--- config.mk ---
export PLATFORM = sky130hd
export DESIGN_NAME = flux_torque_estimator_top_flat
export DESIGN_NICKNAME = d
export VERILOG_FILES = /design/src/rtl/fte_pkg.sv /design/src/rtl/fte_in_if.sv /design/src/rtl/fte_out_if.sv /design/src/rtl/fte_seq.sv /design/src/rtl/fte_dp.sv /design/src/rtl/flux_torque_estimator_top.sv /design/src/flat_wrapper.sv
export SDC_FILE = /design/constraint.sdc
export NUM_CORES = 2
export LEC_CHECK = 0
export BUFFER_PORTS_ARGS = -buffer_cell sky130_fd_sc_hd__buf_2
export CAP_MARGIN = 20
export CORE_MARGIN = 3
export CORE_UTILIZATION = 55
export CTS_CLUSTER_DIAMETER = 30
export DETAILED_ROUTE_END_ITERATION = 8
export PLACE_DENSITY = 0.78
export RECOVER_POWER = 50
export SYNTH_ARGS = -nofsm -noshare
export SYNTH_HDL_FRONTEND = slang
export SYNTH_SLANG_ARGS = --single-unit
--- constraint.sdc ---
create_clock -name clk -period 12.8 [get_ports clk]
set_input_delay 0.64 -clock clk [delete_from_list [all_inputs] [get_ports clk]]
set_output_delay 0.64 -clock clk [all_outputs]
set_load 0.01 [all_outputs]
--- src/rtl/fte_pkg.sv ---
// Shared types, constants and the control program of the flux/torque estimator.
// Used by the interfaces, the sequencer, the datapath and the top level.
`timescale 1ns / 1ps

package fte_pkg;

  localparam int VOLT_W   = 16;
  localparam int CURR_W   = 16;
  localparam int RS_W     = 16;
  localparam int TS_W     = 24;
  localparam int HPF_W    = 16;
  localparam int FLUX_W   = 32;
  localparam int TORQUE_W = 32;
  localparam int CFG_W    = 24;
  localparam int CFG_IDX_W = 2;

  localparam int MUL_A_W = 34;
  localparam int MUL_B_W = 25;
  localparam int PROD_W  = MUL_A_W + MUL_B_W;
  localparam int ACC_W   = 54;

  localparam logic [RS_W-1:0]  RS_RESET  = 16'd1204;
  localparam logic [TS_W-1:0]  TS_RESET  = 24'd3355;
  localparam logic [HPF_W-1:0] HPF_RESET = 16'd65209;

  localparam logic [CFG_IDX_W-1:0] CFG_RS  = 2'd0;
  localparam logic [CFG_IDX_W-1:0] CFG_TS  = 2'd1;
  localparam logic [CFG_IDX_W-1:0] CFG_HPF = 2'd2;

  // rounding shifts: flux increment Q12.44 -> Q8.24, filter Q8.40 -> Q8.24,
  // torque 9 * Q16.32 -> Q16.16 with the halving folded in
  localparam int INTEG_SH  = 20;
  localparam int HPF_SH    = 16;
  localparam int TORQUE_SH = 17;
  localparam int VOLT_ALIGN = 12;

  localparam int STEP_W = 4;
  localparam logic [STEP_W-1:0] STEP_FIRST = 4'd1;
  localparam logic [STEP_W-1:0] STEP_LAST  = 4'd13;
  localparam logic [STEP_W-1:0] STEP_IDLE  = 4'd0;

  localparam logic AX_D = 1'b0;
  localparam logic AX_Q = 1'b1;

  typedef enum logic [2:0] {
    MUL_NONE,
    MUL_RS_I,
    MUL_ACC_TS,
    MUL_ACC_HPF,
    MUL_FD_IQ,
    MUL_FQ_ID
  } mul_op_t;

  typedef enum logic [2:0] {
    ALU_NOP,
    ALU_VDIFF,
    ALU_INTEG,
    ALU_HPIN,
    ALU_HPOUT,
    ALU_LOAD,
    ALU_SUB,
    ALU_NINE
  } alu_op_t;

  typedef enum logic [1:0] {
    JMP_NEXT,
    JMP_WAIT_IN,
    JMP_END
  } jmp_t;

  typedef struct packed {
    mul_op_t mul_op;
    logic    mul_q;
    alu_op_t alu_op;
    logic    alu_q;
    logic    emit;
    jmp_t    jmp;
  } ctrl_t;

  function automatic ctrl_t cw(input mul_op_t m, input logic mq, input alu_op_t a,
                               input logic aq, input logic e, input jmp_t j);
    ctrl_t c;
    c.mul_op = m;
    c.mul_q  = mq;
    c.alu_op = a;
    c.alu_q  = aq;
    c.emit   = e;
    c.jmp    = j;
    return c;
  endfunction

  // control store: multiply result is usable in the step after the one that issues it
  function automatic ctrl_t ucode(input logic [STEP_W-1:0] step);
    ctrl_t c;
    case (step)
      4'd0:    c = cw(MUL_NONE,    AX_D, ALU_NOP,   AX_D, 1'b0, JMP_WAIT_IN);
      4'd1:    c = cw(MUL_RS_I,    AX_D, ALU_NOP,   AX_D, 1'b0, JMP_NEXT);
      4'd2:    c = cw(MUL_RS_I,    AX_Q, ALU_VDIFF, AX_D, 1'b0, JMP_NEXT);
      4'd3:    c = cw(MUL_ACC_TS,  AX_D, ALU_VDIFF, AX_Q, 1'b0, JMP_NEXT);
      4'd4:    c = cw(MUL_ACC_TS,  AX_Q, ALU_INTEG, AX_D, 1'b0, JMP_NEXT);
      4'd5:    c = cw(MUL_NONE,    AX_D, ALU_INTEG, AX_Q, 1'b0, JMP_NEXT);
      4'd6:    c = cw(MUL_NONE,    AX_D, ALU_HPIN,  AX_D, 1'b0, JMP_NEXT);
      4'd7:    c = cw(MUL_ACC_HPF, AX_D, ALU_HPIN,  AX_Q, 1'b0, JMP_NEXT);
      4'd8:    c = cw(MUL_ACC_HPF, AX_Q, ALU_HPOUT, AX_D, 1'b0, JMP_NEXT);
      4'd9:    c = cw(MUL_FD_IQ,   AX_D, ALU_HPOUT, AX_Q, 1'b0, JMP_NEXT);
      4'd10:   c = cw(MUL_FQ_ID,   AX_D, ALU_LOAD,  AX_D, 1'b0, JMP_NEXT);
      4'd11:   c = cw(MUL_NONE,    AX_D, ALU_SUB,   AX_D, 1'b0, JMP_NEXT);
      4'd12:   c = cw(MUL_NONE,    AX_D, ALU_NINE,  AX_D, 1'b0, JMP_NEXT);
      4'd13:   c = cw(MUL_NONE,    AX_D, ALU_NOP,   AX_D, 1'b1, JMP_END);
      default: c = cw(MUL_NONE,    AX_D, ALU_NOP,   AX_D, 1'b0, JMP_END);
    endcase
    return c;
  endfunction

  function automatic logic signed [31:0] sat32(input logic signed [63:0] x);
    logic signed [31:0] r;
    if (x > 64'sd2147483647) begin
      r = 32'sh7fffffff;
    end else if (x < -64'sd2147483648) begin
      r = 32'sh80000000;
    end else begin
      r = 32'(x);
    end
    return r;
  endfunction

endpackage

--- src/rtl/fte_in_if.sv ---
// Input channel of the flux/torque estimator: valid/ready plus one sample item.
// Depends on fte_pkg for field widths.
`timescale 1ns / 1ps

interface fte_in_if;
  logic                              valid;
  logic                              ready;
  logic signed [fte_pkg::VOLT_W-1:0] volt_d;
  logic signed [fte_pkg::VOLT_W-1:0] volt_q;
  logic signed [fte_pkg::CURR_W-1:0] curr_d;
  logic signed [fte_pkg::CURR_W-1:0] curr_q;

  modport source (output valid, volt_d, volt_q, curr_d, curr_q, input ready);
  modport sink   (input valid, volt_d, volt_q, curr_d, curr_q, output ready);
endinterface

--- src/rtl/fte_out_if.sv ---
// Output channel of the flux/torque estimator: valid/ready plus one result item.
// Depends on fte_pkg for field widths.
`timescale 1ns / 1ps

interface fte_out_if;
  logic                                valid;
  logic                                ready;
  logic signed [fte_pkg::TORQUE_W-1:0] torque_est;
  logic signed [fte_pkg::FLUX_W-1:0]   flux_d_filtered;
  logic signed [fte_pkg::FLUX_W-1:0]   flux_q_filtered;

  modport source (output valid, torque_est, flux_d_filtered, flux_q_filtered, input ready);
  modport sink   (input valid, torque_est, flux_d_filtered, flux_q_filtered, output ready);
endinterface

--- src/rtl/fte_seq.sv ---
// Microcode sequencer: step counter, control store lookup and conditional jumps.
// Depends on fte_pkg (ctrl_t, ucode).
`timescale 1ns / 1ps

module fte_seq (
  input  logic           clk,
  input  logic           rst,
  input  logic           in_valid,
  input  logic           out_busy,
  output logic           in_ready,
  output fte_pkg::ctrl_t ctrl
);

  logic [fte_pkg::STEP_W-1:0] step;
  logic [fte_pkg::STEP_W-1:0] step_next;

  always_ff @(posedge clk) begin
    if (rst) begin
      step <= fte_pkg::STEP_IDLE;
    end else begin
      step <= step_next;
    end
  end

  always_comb begin
    ctrl     = fte_pkg::ucode(step);
    in_ready = (ctrl.jmp == fte_pkg::JMP_WAIT_IN);
    case (ctrl.jmp)
      fte_pkg::JMP_NEXT:    step_next = step + 1'b1;
      fte_pkg::JMP_WAIT_IN: step_next = in_valid ? step + 1'b1 : step;
      fte_pkg::JMP_END:     step_next = out_busy ? step : fte_pkg::STEP_IDLE;
      default:              step_next = fte_pkg::STEP_IDLE;
    endcase
  end

  a_step_range: assert property (@(posedge clk) disable iff (rst)
    step <= fte_pkg::STEP_LAST)
    else $error("sequencer step out of program");

  a_accept_starts: assert property (@(posedge clk) disable iff (rst)
    (in_valid && in_ready) |=> (step == fte_pkg::STEP_FIRST))
    else $error("accepted item did not start the program");

  a_end_holds: assert property (@(posedge clk) disable iff (rst)
    (ctrl.jmp == fte_pkg::JMP_END && out_busy) |=> (step == $past(step)))
    else $error("program ended while result slot busy");

endmodule

--- src/rtl/fte_dp.sv ---
// Datapath: config registers, flux/filter state, shared multiplier, accumulator, result register.
// Depends on fte_pkg; driven by the control word of fte_seq.
`timescale 1ns / 1ps

module fte_dp (
  input  logic                                 clk,
  input  logic                                 rst,
  input  fte_pkg::ctrl_t                       ctrl,
  input  logic                                 accept,
  input  logic signed [fte_pkg::VOLT_W-1:0]    volt_d,
  input  logic signed [fte_pkg::VOLT_W-1:0]    volt_q,
  input  logic signed [fte_pkg::CURR_W-1:0]    curr_d,
  input  logic signed [fte_pkg::CURR_W-1:0]    curr_q,
  input  logic                                 wr_en,
  input  logic [fte_pkg::CFG_IDX_W-1:0]        wr_index,
  input  logic [fte_pkg::CFG_W-1:0]            wr_data,
  input  logic                                 out_ready,
  output logic                                 out_valid,
  output logic signed [fte_pkg::TORQUE_W-1:0]  torque_est,
  output logic signed [fte_pkg::FLUX_W-1:0]    flux_d_filtered,
  output logic signed [fte_pkg::FLUX_W-1:0]    flux_q_filtered
);

  logic [fte_pkg::RS_W-1:0]  rs;
  logic [fte_pkg::TS_W-1:0]  ts;
  logic [fte_pkg::HPF_W-1:0] hpf;

  logic signed [fte_pkg::VOLT_W-1:0] vd, vq;
  logic signed [fte_pkg::CURR_W-1:0] id, iq;

  logic signed [fte_pkg::FLUX_W-1:0] flux_d, flux_q, filt_d, filt_q, prev_d, prev_q;
  logic signed [fte_pkg::FLUX_W-1:0] flux_next, filt_next;

  logic signed [fte_pkg::MUL_A_W-1:0] mul_a;
  logic signed [fte_pkg::MUL_B_W-1:0] mul_b;
  logic signed [fte_pkg::PROD_W-1:0]  prod;
  logic signed [fte_pkg::ACC_W-1:0]   acc;
  logic signed [fte_pkg::ACC_W-1:0]   acc_next;

  logic signed [fte_pkg::VOLT_W-1:0] v_sel;
  logic signed [fte_pkg::CURR_W-1:0] i_mul;
  logic signed [fte_pkg::FLUX_W-1:0] flux_sel, filt_sel, prev_sel;
  logic signed [32:0]                vdiff;
  logic signed [fte_pkg::PROD_W-1:0] integ_inc, hp_rnd;
  logic signed [fte_pkg::ACC_W-1:0]  torque_rnd;
  logic                              out_busy;
  logic                              emit;

  assign out_busy = out_valid && !out_ready;
  assign emit     = ctrl.emit && !out_busy;

  // config writes
  always_ff @(posedge clk) begin
    if (rst) begin
      rs  <= fte_pkg::RS_RESET;
      ts  <= fte_pkg::TS_RESET;
      hpf <= fte_pkg::HPF_RESET;
    end else if (wr_en) begin
      case (wr_index)
        fte_pkg::CFG_RS:  rs  <= wr_data[fte_pkg::RS_W-1:0];
        fte_pkg::CFG_TS:  ts  <= wr_data[fte_pkg::TS_W-1:0];
        fte_pkg::CFG_HPF: hpf <= wr_data[fte_pkg::HPF_W-1:0];
        default: ;
      endcase
    end
  end

  always_ff @(posedge clk) begin
    if (accept) begin
      vd <= volt_d;
      vq <= volt_q;
      id <= curr_d;
      iq <= curr_q;
    end
  end

  // multiplier operand select
  always_comb begin
    i_mul = ctrl.mul_q ? iq : id;
    case (ctrl.mul_op)
      fte_pkg::MUL_RS_I: begin
        mul_a = fte_pkg::MUL_A_W'(i_mul);
        mul_b = fte_pkg::MUL_B_W'({1'b0, rs});
      end
      fte_pkg::MUL_ACC_TS: begin
        mul_a = acc[fte_pkg::MUL_A_W-1:0];
        mul_b = fte_pkg::MUL_B_W'({1'b0, ts});
      end
      fte_pkg::MUL_ACC_HPF: begin
        mul_a = acc[fte_pkg::MUL_A_W-1:0];
        mul_b = fte_pkg::MUL_B_W'({1'b0, hpf});
      end
      fte_pkg::MUL_FD_IQ: begin
        mul_a = fte_pkg::MUL_A_W'(filt_d);
        mul_b = fte_pkg::MUL_B_W'(iq);
      end
      fte_pkg::MUL_FQ_ID: begin
        mul_a = fte_pkg::MUL_A_W'(filt_q);
        mul_b = fte_pkg::MUL_B_W'(id);
      end
      default: begin
        mul_a = '0;
        mul_b = '0;
      end
    endcase
  end

  always_ff @(posedge clk) begin
    if (ctrl.mul_op != fte_pkg::MUL_NONE) begin
      prod <= mul_a * mul_b;
    end
  end

  // accumulator / state update
  always_comb begin
    v_sel    = ctrl.alu_q ? vq : vd;
    flux_sel = ctrl.alu_q ? flux_q : flux_d;
    filt_sel = ctrl.alu_q ? filt_q : filt_d;
    prev_sel = ctrl.alu_q ? prev_q : prev_d;

    vdiff      = (33'(v_sel) <<< fte_pkg::VOLT_ALIGN) - prod[32:0];
    integ_inc  = (prod + (fte_pkg::PROD_W'(1) <<< (fte_pkg::INTEG_SH - 1)))
                 >>> fte_pkg::INTEG_SH;
    hp_rnd     = (prod + (fte_pkg::PROD_W'(1) <<< (fte_pkg::HPF_SH - 1)))
                 >>> fte_pkg::HPF_SH;
    torque_rnd = (acc + (fte_pkg::ACC_W'(1) <<< (fte_pkg::TORQUE_SH - 1)))
                 >>> fte_pkg::TORQUE_SH;
    flux_next  = fte_pkg::sat32(64'(flux_sel) + 64'(integ_inc));
    filt_next  = fte_pkg::sat32(64'(hp_rnd));

    case (ctrl.alu_op)
      fte_pkg::ALU_VDIFF: acc_next = fte_pkg::ACC_W'(vdiff);
      fte_pkg::ALU_HPIN:  acc_next = fte_pkg::ACC_W'(filt_sel) + fte_pkg::ACC_W'(flux_sel)
                                     - fte_pkg::ACC_W'(prev_sel);
      fte_pkg::ALU_LOAD:  acc_next = fte_pkg::ACC_W'(prod);
      fte_pkg::ALU_SUB:   acc_next = acc - fte_pkg::ACC_W'(prod);
      fte_pkg::ALU_NINE:  acc_next = (acc <<< 3) + acc;   // 3/2 * 3 pole pairs, halved later
      default:            acc_next = acc;
    endcase
  end

  always_ff @(posedge clk) begin
    acc <= acc_next;
  end

  always_ff @(posedge clk) begin
    if (rst) begin
      flux_d <= '0;
      flux_q <= '0;
      filt_d <= '0;
      filt_q <= '0;
      prev_d <= '0;
      prev_q <= '0;
    end else begin
      case (ctrl.alu_op)
        fte_pkg::ALU_INTEG: begin
          if (ctrl.alu_q) flux_q <= flux_next;
          else flux_d <= flux_next;
        end
        fte_pkg::ALU_HPIN: begin
          if (ctrl.alu_q) prev_q <= flux_q;
          else prev_d <= flux_d;
        end
        fte_pkg::ALU_HPOUT: begin
          if (ctrl.alu_q) filt_q <= filt_next;
          else filt_d <= filt_next;
        end
        default: ;
      endcase
    end
  end

  // result register
  always_ff @(posedge clk) begin
    if (rst) begin
      out_valid <= 1'b0;
    end else if (emit) begin
      out_valid <= 1'b1;
    end else if (out_ready) begin
      out_valid <= 1'b0;
    end
  end

  always_ff @(posedge clk) begin
    if (emit) begin
      torque_est      <= fte_pkg::sat32(64'(torque_rnd));
      flux_d_filtered <= filt_d;
      flux_q_filtered <= filt_q;
    end
  end

  a_valid_from_emit: assert property (@(posedge clk) disable iff (rst)
    $rose(out_valid) |-> $past(ctrl.emit))
    else $error("result valid without program end");

  a_no_emit_on_accept: assert property (@(posedge clk) disable iff (rst)
    accept |-> !ctrl.emit)
    else $error("input taken while result is being written");

  a_state_quiet_idle: assert property (@(posedge clk) disable iff (rst)
    accept |=> ($stable(filt_d) && $stable(flux_d) && $stable(prev_d)))
    else $error("state moved right after accept");

endmodule

--- src/rtl/flux_torque_estimator_top.sv ---
// Top level of the stator flux and torque estimator.
// Depends on fte_pkg, fte_in_if, fte_out_if, fte_seq and fte_dp.
//
// Usage:
//   sample  (sink)  : one item per PWM period with volt_d, volt_q, curr_d, curr_q
//                     (signed Q8.8). Taken when valid and ready are both high.
//   result  (source): torque_est (Q16.16), flux_d_filtered and flux_q_filtered
//                     (Q8.24), one item per sample item.
//   wr_en/wr_index/wr_data: register writes (0 stator resistance, 1 sample
//                     period, 2 high-pass coefficient); other indexes are ignored.
//                     Write only while no item is in flight.
// Program: a 14-step control program on one shared 34x25 multiplier. The result
//   is registered when the last step ends; a new sample is taken only in the idle
//   step, after the program for the previous sample has finished.
// Reset: registers return to their defaults, all flux and filter state clears,
//   and the result channel goes empty.
// Stall: the finished result waits in the output register while the next sample
//   is taken and processed; that program holds on its last step, and no further
//   sample is taken, until the waiting result is taken.
`timescale 1ns / 1ps

module flux_torque_estimator_top (
  input  logic                              clk,
  input  logic                              rst,
  fte_in_if.sink                            sample,
  fte_out_if.source                         result,
  input  logic                              wr_en,
  input  logic [fte_pkg::CFG_IDX_W-1:0]     wr_index,
  input  logic [fte_pkg::CFG_W-1:0]         wr_data
);

  fte_pkg::ctrl_t ctrl;
  logic           in_ready;
  logic           out_busy;

  assign sample.ready = in_ready;
  assign out_busy     = result.valid && !result.ready;

  fte_seq u_seq (
    .clk      (clk),
    .rst      (rst),
    .in_valid (sample.valid),
    .out_busy (out_busy),
    .in_ready (in_ready),
    .ctrl     (ctrl)
  );

  fte_dp u_dp (
    .clk             (clk),
    .rst             (rst),
    .ctrl            (ctrl),
    .accept          (sample.valid && in_ready),
    .volt_d          (sample.volt_d),
    .volt_q          (sample.volt_q),
    .curr_d          (sample.curr_d),
    .curr_q          (sample.curr_q),
    .wr_en           (wr_en),
    .wr_index        (wr_index),
    .wr_data         (wr_data),
    .out_ready       (result.ready),
    .out_valid       (result.valid),
    .torque_est      (result.torque_est),
    .flux_d_filtered (result.flux_d_filtered),
    .flux_q_filtered (result.flux_q_filtered)
  );

endmodule

--- src/flat_wrapper.sv ---
// flat-port wrapper written by rule: the top's interface ports become plain ports
module flux_torque_estimator_top_flat 
  (clk, rst, wr_en, wr_index, wr_data, sample_valid, sample_volt_d, sample_volt_q, sample_curr_d, sample_curr_q, sample_ready, result_valid, result_torque_est, result_flux_d_filtered, result_flux_q_filtered, result_ready);
  fte_in_if sample_i ();
  fte_out_if result_i ();
  input  logic clk;
  input  logic rst;
  input  logic wr_en;
  input  logic [fte_pkg::CFG_IDX_W-1:0] wr_index;
  input  logic [fte_pkg::CFG_W-1:0] wr_data;
  input wire logic [$bits(sample_i.valid)-1:0] sample_valid;
  input wire logic [$bits(sample_i.volt_d)-1:0] sample_volt_d;
  input wire logic [$bits(sample_i.volt_q)-1:0] sample_volt_q;
  input wire logic [$bits(sample_i.curr_d)-1:0] sample_curr_d;
  input wire logic [$bits(sample_i.curr_q)-1:0] sample_curr_q;
  output wire logic [$bits(sample_i.ready)-1:0] sample_ready;
  output wire logic [$bits(result_i.valid)-1:0] result_valid;
  output wire logic [$bits(result_i.torque_est)-1:0] result_torque_est;
  output wire logic [$bits(result_i.flux_d_filtered)-1:0] result_flux_d_filtered;
  output wire logic [$bits(result_i.flux_q_filtered)-1:0] result_flux_q_filtered;
  input wire logic [$bits(result_i.ready)-1:0] result_ready;
  assign sample_i.valid = sample_valid;
  assign sample_i.volt_d = sample_volt_d;
  assign sample_i.volt_q = sample_volt_q;
  assign sample_i.curr_d = sample_curr_d;
  assign sample_i.curr_q = sample_curr_q;
  assign sample_ready = sample_i.ready;
  assign result_valid = result_i.valid;
  assign result_torque_est = result_i.torque_est;
  assign result_flux_d_filtered = result_i.flux_d_filtered;
  assign result_flux_q_filtered = result_i.flux_q_filtered;
  assign result_i.ready = result_ready;
  flux_torque_estimator_top u_core (.clk(clk), .rst(rst), .sample(sample_i), .result(result_i), .wr_en(wr_en), .wr_index(wr_index), .wr_data(wr_data));
endmodule
# Yosys cells after proc, flatten, opt, wreduce, memory -nomap -nowiden
# Memory sizes are Yosys's and may differ from the RTL's. A register that Yosys moved wholly into a read port is not among the register bits.
# Cells that the tools add are included.
# Widths: inputs -> output; s select.
# totals
regBits	526
latch_bits	0
ram_bits	0
romBits	176
in_bits	95
out_inout_bits	98
word_cells	98
memories	1
# classes
addsub	10
mul	1
n_div	0
n_lt_le_gt_ge	6
n_eq_ne	18
n_shift	0
n_mux	20
n_bitwise	1
n_reduce_logical	21
# memory_table
memory	depth	width	rd	rd_ports_with_merged_regs	wr	line	rtl
(name not given)	16	11	1	1	0	fte_pkg.sv:95	case (step)
# ops
cell	count
$pmux 54 s5	1
$mux 32	8
$pmux 34 s4	1
$pmux 25 s5	1
$add 59x17->59 const B	1
$add 59x21->59 const B	1
$mul 34x25->59	1
$add 54x18->54 const B	1
$add 54x54->54	1
$sub 54x54->54	1
$gt 43x32->1 const B	1
$lt 43x32->1 const B	1
$add 32x39->40	1
$gt 40x32->1 const B	1
$lt 40x32->1 const B	1
$gt 37x32->1 const B	1
$lt 37x32->1 const B	1
$sub 33x32->34	1
$add 32x32->33	1
$sub 33x33->33	1
$mux 16	2
$reduce_and 2->1	10
$eq 3x3->1 const B	6
$mux 4	4
other kinds (16)	28

# Logic depth before layout (Yosys ltp)
# depth
depth_word	6
mapped_depth	38
ltp_nobuf	34

# By module
# Synthesis repeated with hierarchy kept, for this count alone.
# unflattened
hier_cells	7764
area_unflattened_um2	66687.7
# by_module_without_submodules
module	n_inst	cells_each	area_per_inst_um2	seq_area_each_um2
fte_dp	1	7692	65945.7	13182.6
fte_seq	1	70	721.9	300.3
flux_torque_estimator_top	1	2	20.0	0.0

# Least setup slack after synthesis
# OpenSTA, ideal clock, no wires.
# synth_timing
path_kind	flip-flop to flip-flop
from	register u_core.u_seq.ctrl[8] (netlist name)
to	register u_core.u_dp.prod[57] (netlist bit), data pin
setup_time_ps	258
arrival_ps	8971
required_ps	12542
slack_ps	3571
stages_incl_launch_ff	36
path_buffers	6
synth_period_minus_slack_ps	9229
path_cell_list	dfxtp_1 -> clkbuf_1 -> clkbuf_1 -> buf_1 -> nor3_1 -> clkbuf_1 -> nand2_1 -> nand2_1 -> clkbuf_1 -> nand2_1 -> fa_1 -> inv_1 -> fa_1 -> inv_1 -> fa_1 -> inv_1 -> fa_1 -> fa_1 -> fa_1 -> inv_1 -> fa_1 -> inv_1 -> ha_1 -> clkbuf_1 -> a21oi_1 -> nand2_1 -> a311oi_1 -> nor3_1 -> nor2_1 -> a2111oi_2 -> nor2_1 -> o311a_1 -> or3_1 -> o31ai_1 -> o22ai_1 -> xnor2_1
# synth_between
elab_chain_cells	4
word_cells_on_any_way	9
cone_classes	mul: 1; eq/ne: 5; mux: 2; reduce/logical: 1
# synth_rtl
element	line	rtl
$eq 3x2->1	fte_dp.sv:80	case (ctrl.mul_op)
$reduce_or 2->1 (no source line)	--	
$pmux 34 s4	fte_dp.sv:80	
$mul 34x25->59 *	fte_dp.sv:110	prod <= mul_a * mul_b;
end signal, assigned	fte_dp.sv:110	
end, declared	fte_dp.sv:36	logic signed [fte_pkg::PROD_W-1:0] prod;
# Every way passes the cells marked *; elsewhere a longest branch is shown, timed or not.
# A chain may end at the register's enable or synchronous reset.

# Final worst setup path
# layout_timing
from	register u_core.u_seq.ctrl[8] (netlist name)
to	register u_core.u_dp.prod[55] (netlist bit), data pin
# layout_between
elab_chain_cells	4
word_cells_on_any_way	9
cone_classes	mul: 1; eq/ne: 5; mux: 2; reduce/logical: 1
# layout_rtl
element	line
$eq 3x2->1	fte_dp.sv:80
$reduce_or 2->1 (no source line)	--
$pmux 34 s4	fte_dp.sv:80
$mul 34x25->59 *	fte_dp.sv:110
# Marked as above.

==> reports/metrics.cfg <==
[routing]
final_antenna_net_count=0
wl_um=235000
wl_per_cell_um=25.4
avgViaCountPerCell=6.22
dr.pass1.iters=9
drc=0
initialDrtViolationCount=7068
num_vias=57600

[clock_tree]
cts_buffer_depth=3
clock-sinks=537
clk_pin_slew_worst_paths_ns=0.05
insertion_delay_ns=0.72
cts_buffers=117
cts_resized=0
cts_setup_buffers=0
htreeDepth=3
ctsHoldBuffers=0
clockRootBuffer=clkbuf_16
tritoncts=built

[sta]
fin_tns_setup_ns=0
skew_ns=0.0710
finalHoldViolCount=0
fmax_mhz=84.9
min_period_ns=11.78
setup_viol=0
fin_crit_sh=0.920
drv_slew=341
rsz0062_at_grt=no
relSlewSlack=-2.65
worstMarginPinSlew_ns=5.47
setup_slack_ns=1.02

[worst_setup_path]
slowest_stage=or3_1
cp_max_fo=28
ff2ff_path_depth=31
r2r_slack_ns=1.02
crit_buf_inv=7
critPathKind=flop to flop
cp.arrival_ns=12.20
cp_num_cells=31
slowest_delay_ns=0.91
critPathRequiredTime_ns=13.22
path_delay_family=adder cells
worstSetupStartpointType=flop
r2r_end=u_core.u_dp.prod[55]
critPathCaptureType=flop
crit-reg2reg-launch=u_core.u_seq.ctrl[8]

[job]
drv_cap=6

[min_path]
hold_class=primary input to flop
hold_depth=1
min_to=u_core.u_dp.vq[15]
timing.hold.worst.start=sample_volt_q[15]

[yosys]
synth_edf_count=273
yosys_warnings=0
synth-async-reset-ratio=0
ys_types=94
syn_area_mm2=0.0654
synthCells=7564
ys.flop_type=edfxtp_1
syn_nets=8926
avgSynthCellArea_um2=8.64
synth_seq_cells=537
synth_seq_area_share=0.206

[place]
gp_congestion=1.08
port_buffers=192
pre_cts_ws_ns=1.27
place.detailed.hpwl_um=183000

[run_status]
status=complete, but fails checks
failed_checks=max-capacitance violations, max-slew violations

[power]
fin_total_pwr_uw=13600
power_leakage_uw=0.0327
p_sw_frac=0.487
ir_worst_vdd_uv=136
pwr-share-seq=0.204
p_per_area_mw_per_mm2=190
p_switching_uw=6650
p_int_uw=7000
p_comb_frac=0.563
clockPowerShare=0.233

[final_layout]
final_common_cell=inv_1
area_growth_pct=10.2
drive_gt1_frac=0.0695
num-nets-final=8984
n_fill_cell=9871
final_cell_mix=inv_1 (1246), nand2_1 (968), fa_1 (900), nor2_1 (744), a21oi_1 (453)
fin_util=0.615

[die]
core-area_mm2=0.117
die_w_um=351
rows=125
initial_core_util=0.559
pin_count=193
die_area_mm2=0.123
die_h_um=351

[global_routing]
grt_pass1_vias=58200
grt_pass1_wl_um=353000
track_usage=0.382
antenna_found_initial=10
grt_max_degree=115
overflow=0

-- through the flow --
step           cells  hold slack, ns  cell area (um2)
2_1_floorplan   7564           0.421            65400
3_3_place_gp    9021           0.439            67800
3_5_place_dp    9023           0.444            67900
4_1_cts         9243          0.0745            72100
5_1_grt         9247          0.0892            72000
6_report        9251          0.0945            72000
-- cell type report --
cell class / count / area (um2) / area share
inverters: 1250 / 4690 / 0.0652
flip-flops and latches: 537 / 13500 / 0.187
repair buffers: 300 / 1680 / 0.0234
clock inverters: 86 / 1080 / 0.0150
well taps: 1524 / 1910 / 0.0265
diodes: 4 / 10.0 / 0.000139
multi-input cells: 5416 / 46000 / 0.639
clock buffers: 134 / 3150 / 0.0437
-- worst reg2reg max path: cells and delay by family (launching register included) --
kind / cells / cell delay, ns
simple gates: 6 / 2.91
buf+inv: 7 / 0.92
fa+ha+maj: 8 / 4.03
xor+xnor: 1 / 0.14
compound gates: 9 / 2.80
flops: 1 / 0.71
-- logic make-up (layout without fill, tap and decap cells) --
kind of cell,count (synthesis),count (layout),share of synthesized area
simple gates,2329,2329,0.155
buf+inv,1611,1770,0.0929
compound gates,1302,1302,0.126
fa+ha+maj,1267,1267,0.346
flops,537,537,0.206
xor+xnor,351,351,0.0473
mux,167,167,0.0265
other cells,0,4,0
-- Yosys cell counts (all sizes together), types with 117 or more instances --
library cell,instances,share of area
clkbuf,318,0.018
ha,367,0.070
mux2i,117,0.018
dfxtp,264,0.081
xnor2,237,0.032
edfxtp,273,0.13
nor2,758,0.044
o21ai,280,0.021
nand2,971,0.056
a21oi,460,0.035
fa,900,0.28
inv,1247,0.072
nor3,118,0.0092
-- power groups by stage --
stage               clock network [uW]  logic (uW)  registers, uW
floorplan                            0        5320           2410
global placement                     0        7290           2730
detailed placement                   0        7400           2740
CTS                               3190        7460           2720
global route                      3280        8290           2770
finish                            3180        7690           2780
-- worst max path at each step --
stage / start / end / slack [ns]
after global placement: u_core.u_seq.ctrl[8] / u_core.u_dp.prod[55] / 1.41
after detailed placement: u_core.u_seq.ctrl[8] / u_core.u_dp.prod[55] / 1.27
after global routing: u_core.u_seq.ctrl[8] / u_core.u_dp.prod[55] / 0.44
final: u_core.u_seq.ctrl[8] / u_core.u_dp.prod[55] / 1.02
after floorplan: u_core.u_seq.ctrl[8] / u_core.u_dp.prod[57] / 3.57
after CTS: u_core.u_seq.ctrl[8] / u_core.u_dp.prod[55] / 1.21
-- per-layer routing --
layer  GRT usage  wire, um
met4       0.213     16300
met1       0.487     84900
met2       0.582    101000
met5           0        78
met3       0.113     32500
-- state kept, by name, indices dropped and copies added (netlist names), 11 cells and up --
signal	cells
u_core.u_dp.acc	54
u_core.u_dp.filt_d	32
u_core.u_dp.filt_q	32
u_core.u_dp.flux_d	32
u_core.u_dp.flux_d_filtered	32
u_core.u_dp.flux_q	32
u_core.u_dp.flux_q_filtered	32
u_core.u_dp.hpf	16
u_core.u_dp.id	16
u_core.u_dp.iq	16
u_core.u_dp.prev_d	32
u_core.u_dp.prev_q	32
u_core.u_dp.prod	59
u_core.u_dp.rs	16
u_core.u_dp.torque_est	32
u_core.u_dp.ts	24
u_core.u_dp.vd	16
u_core.u_dp.vq	16
u_core.u_seq.ctrl	11
No activity file was read; power rests on OpenSTA's default activity.
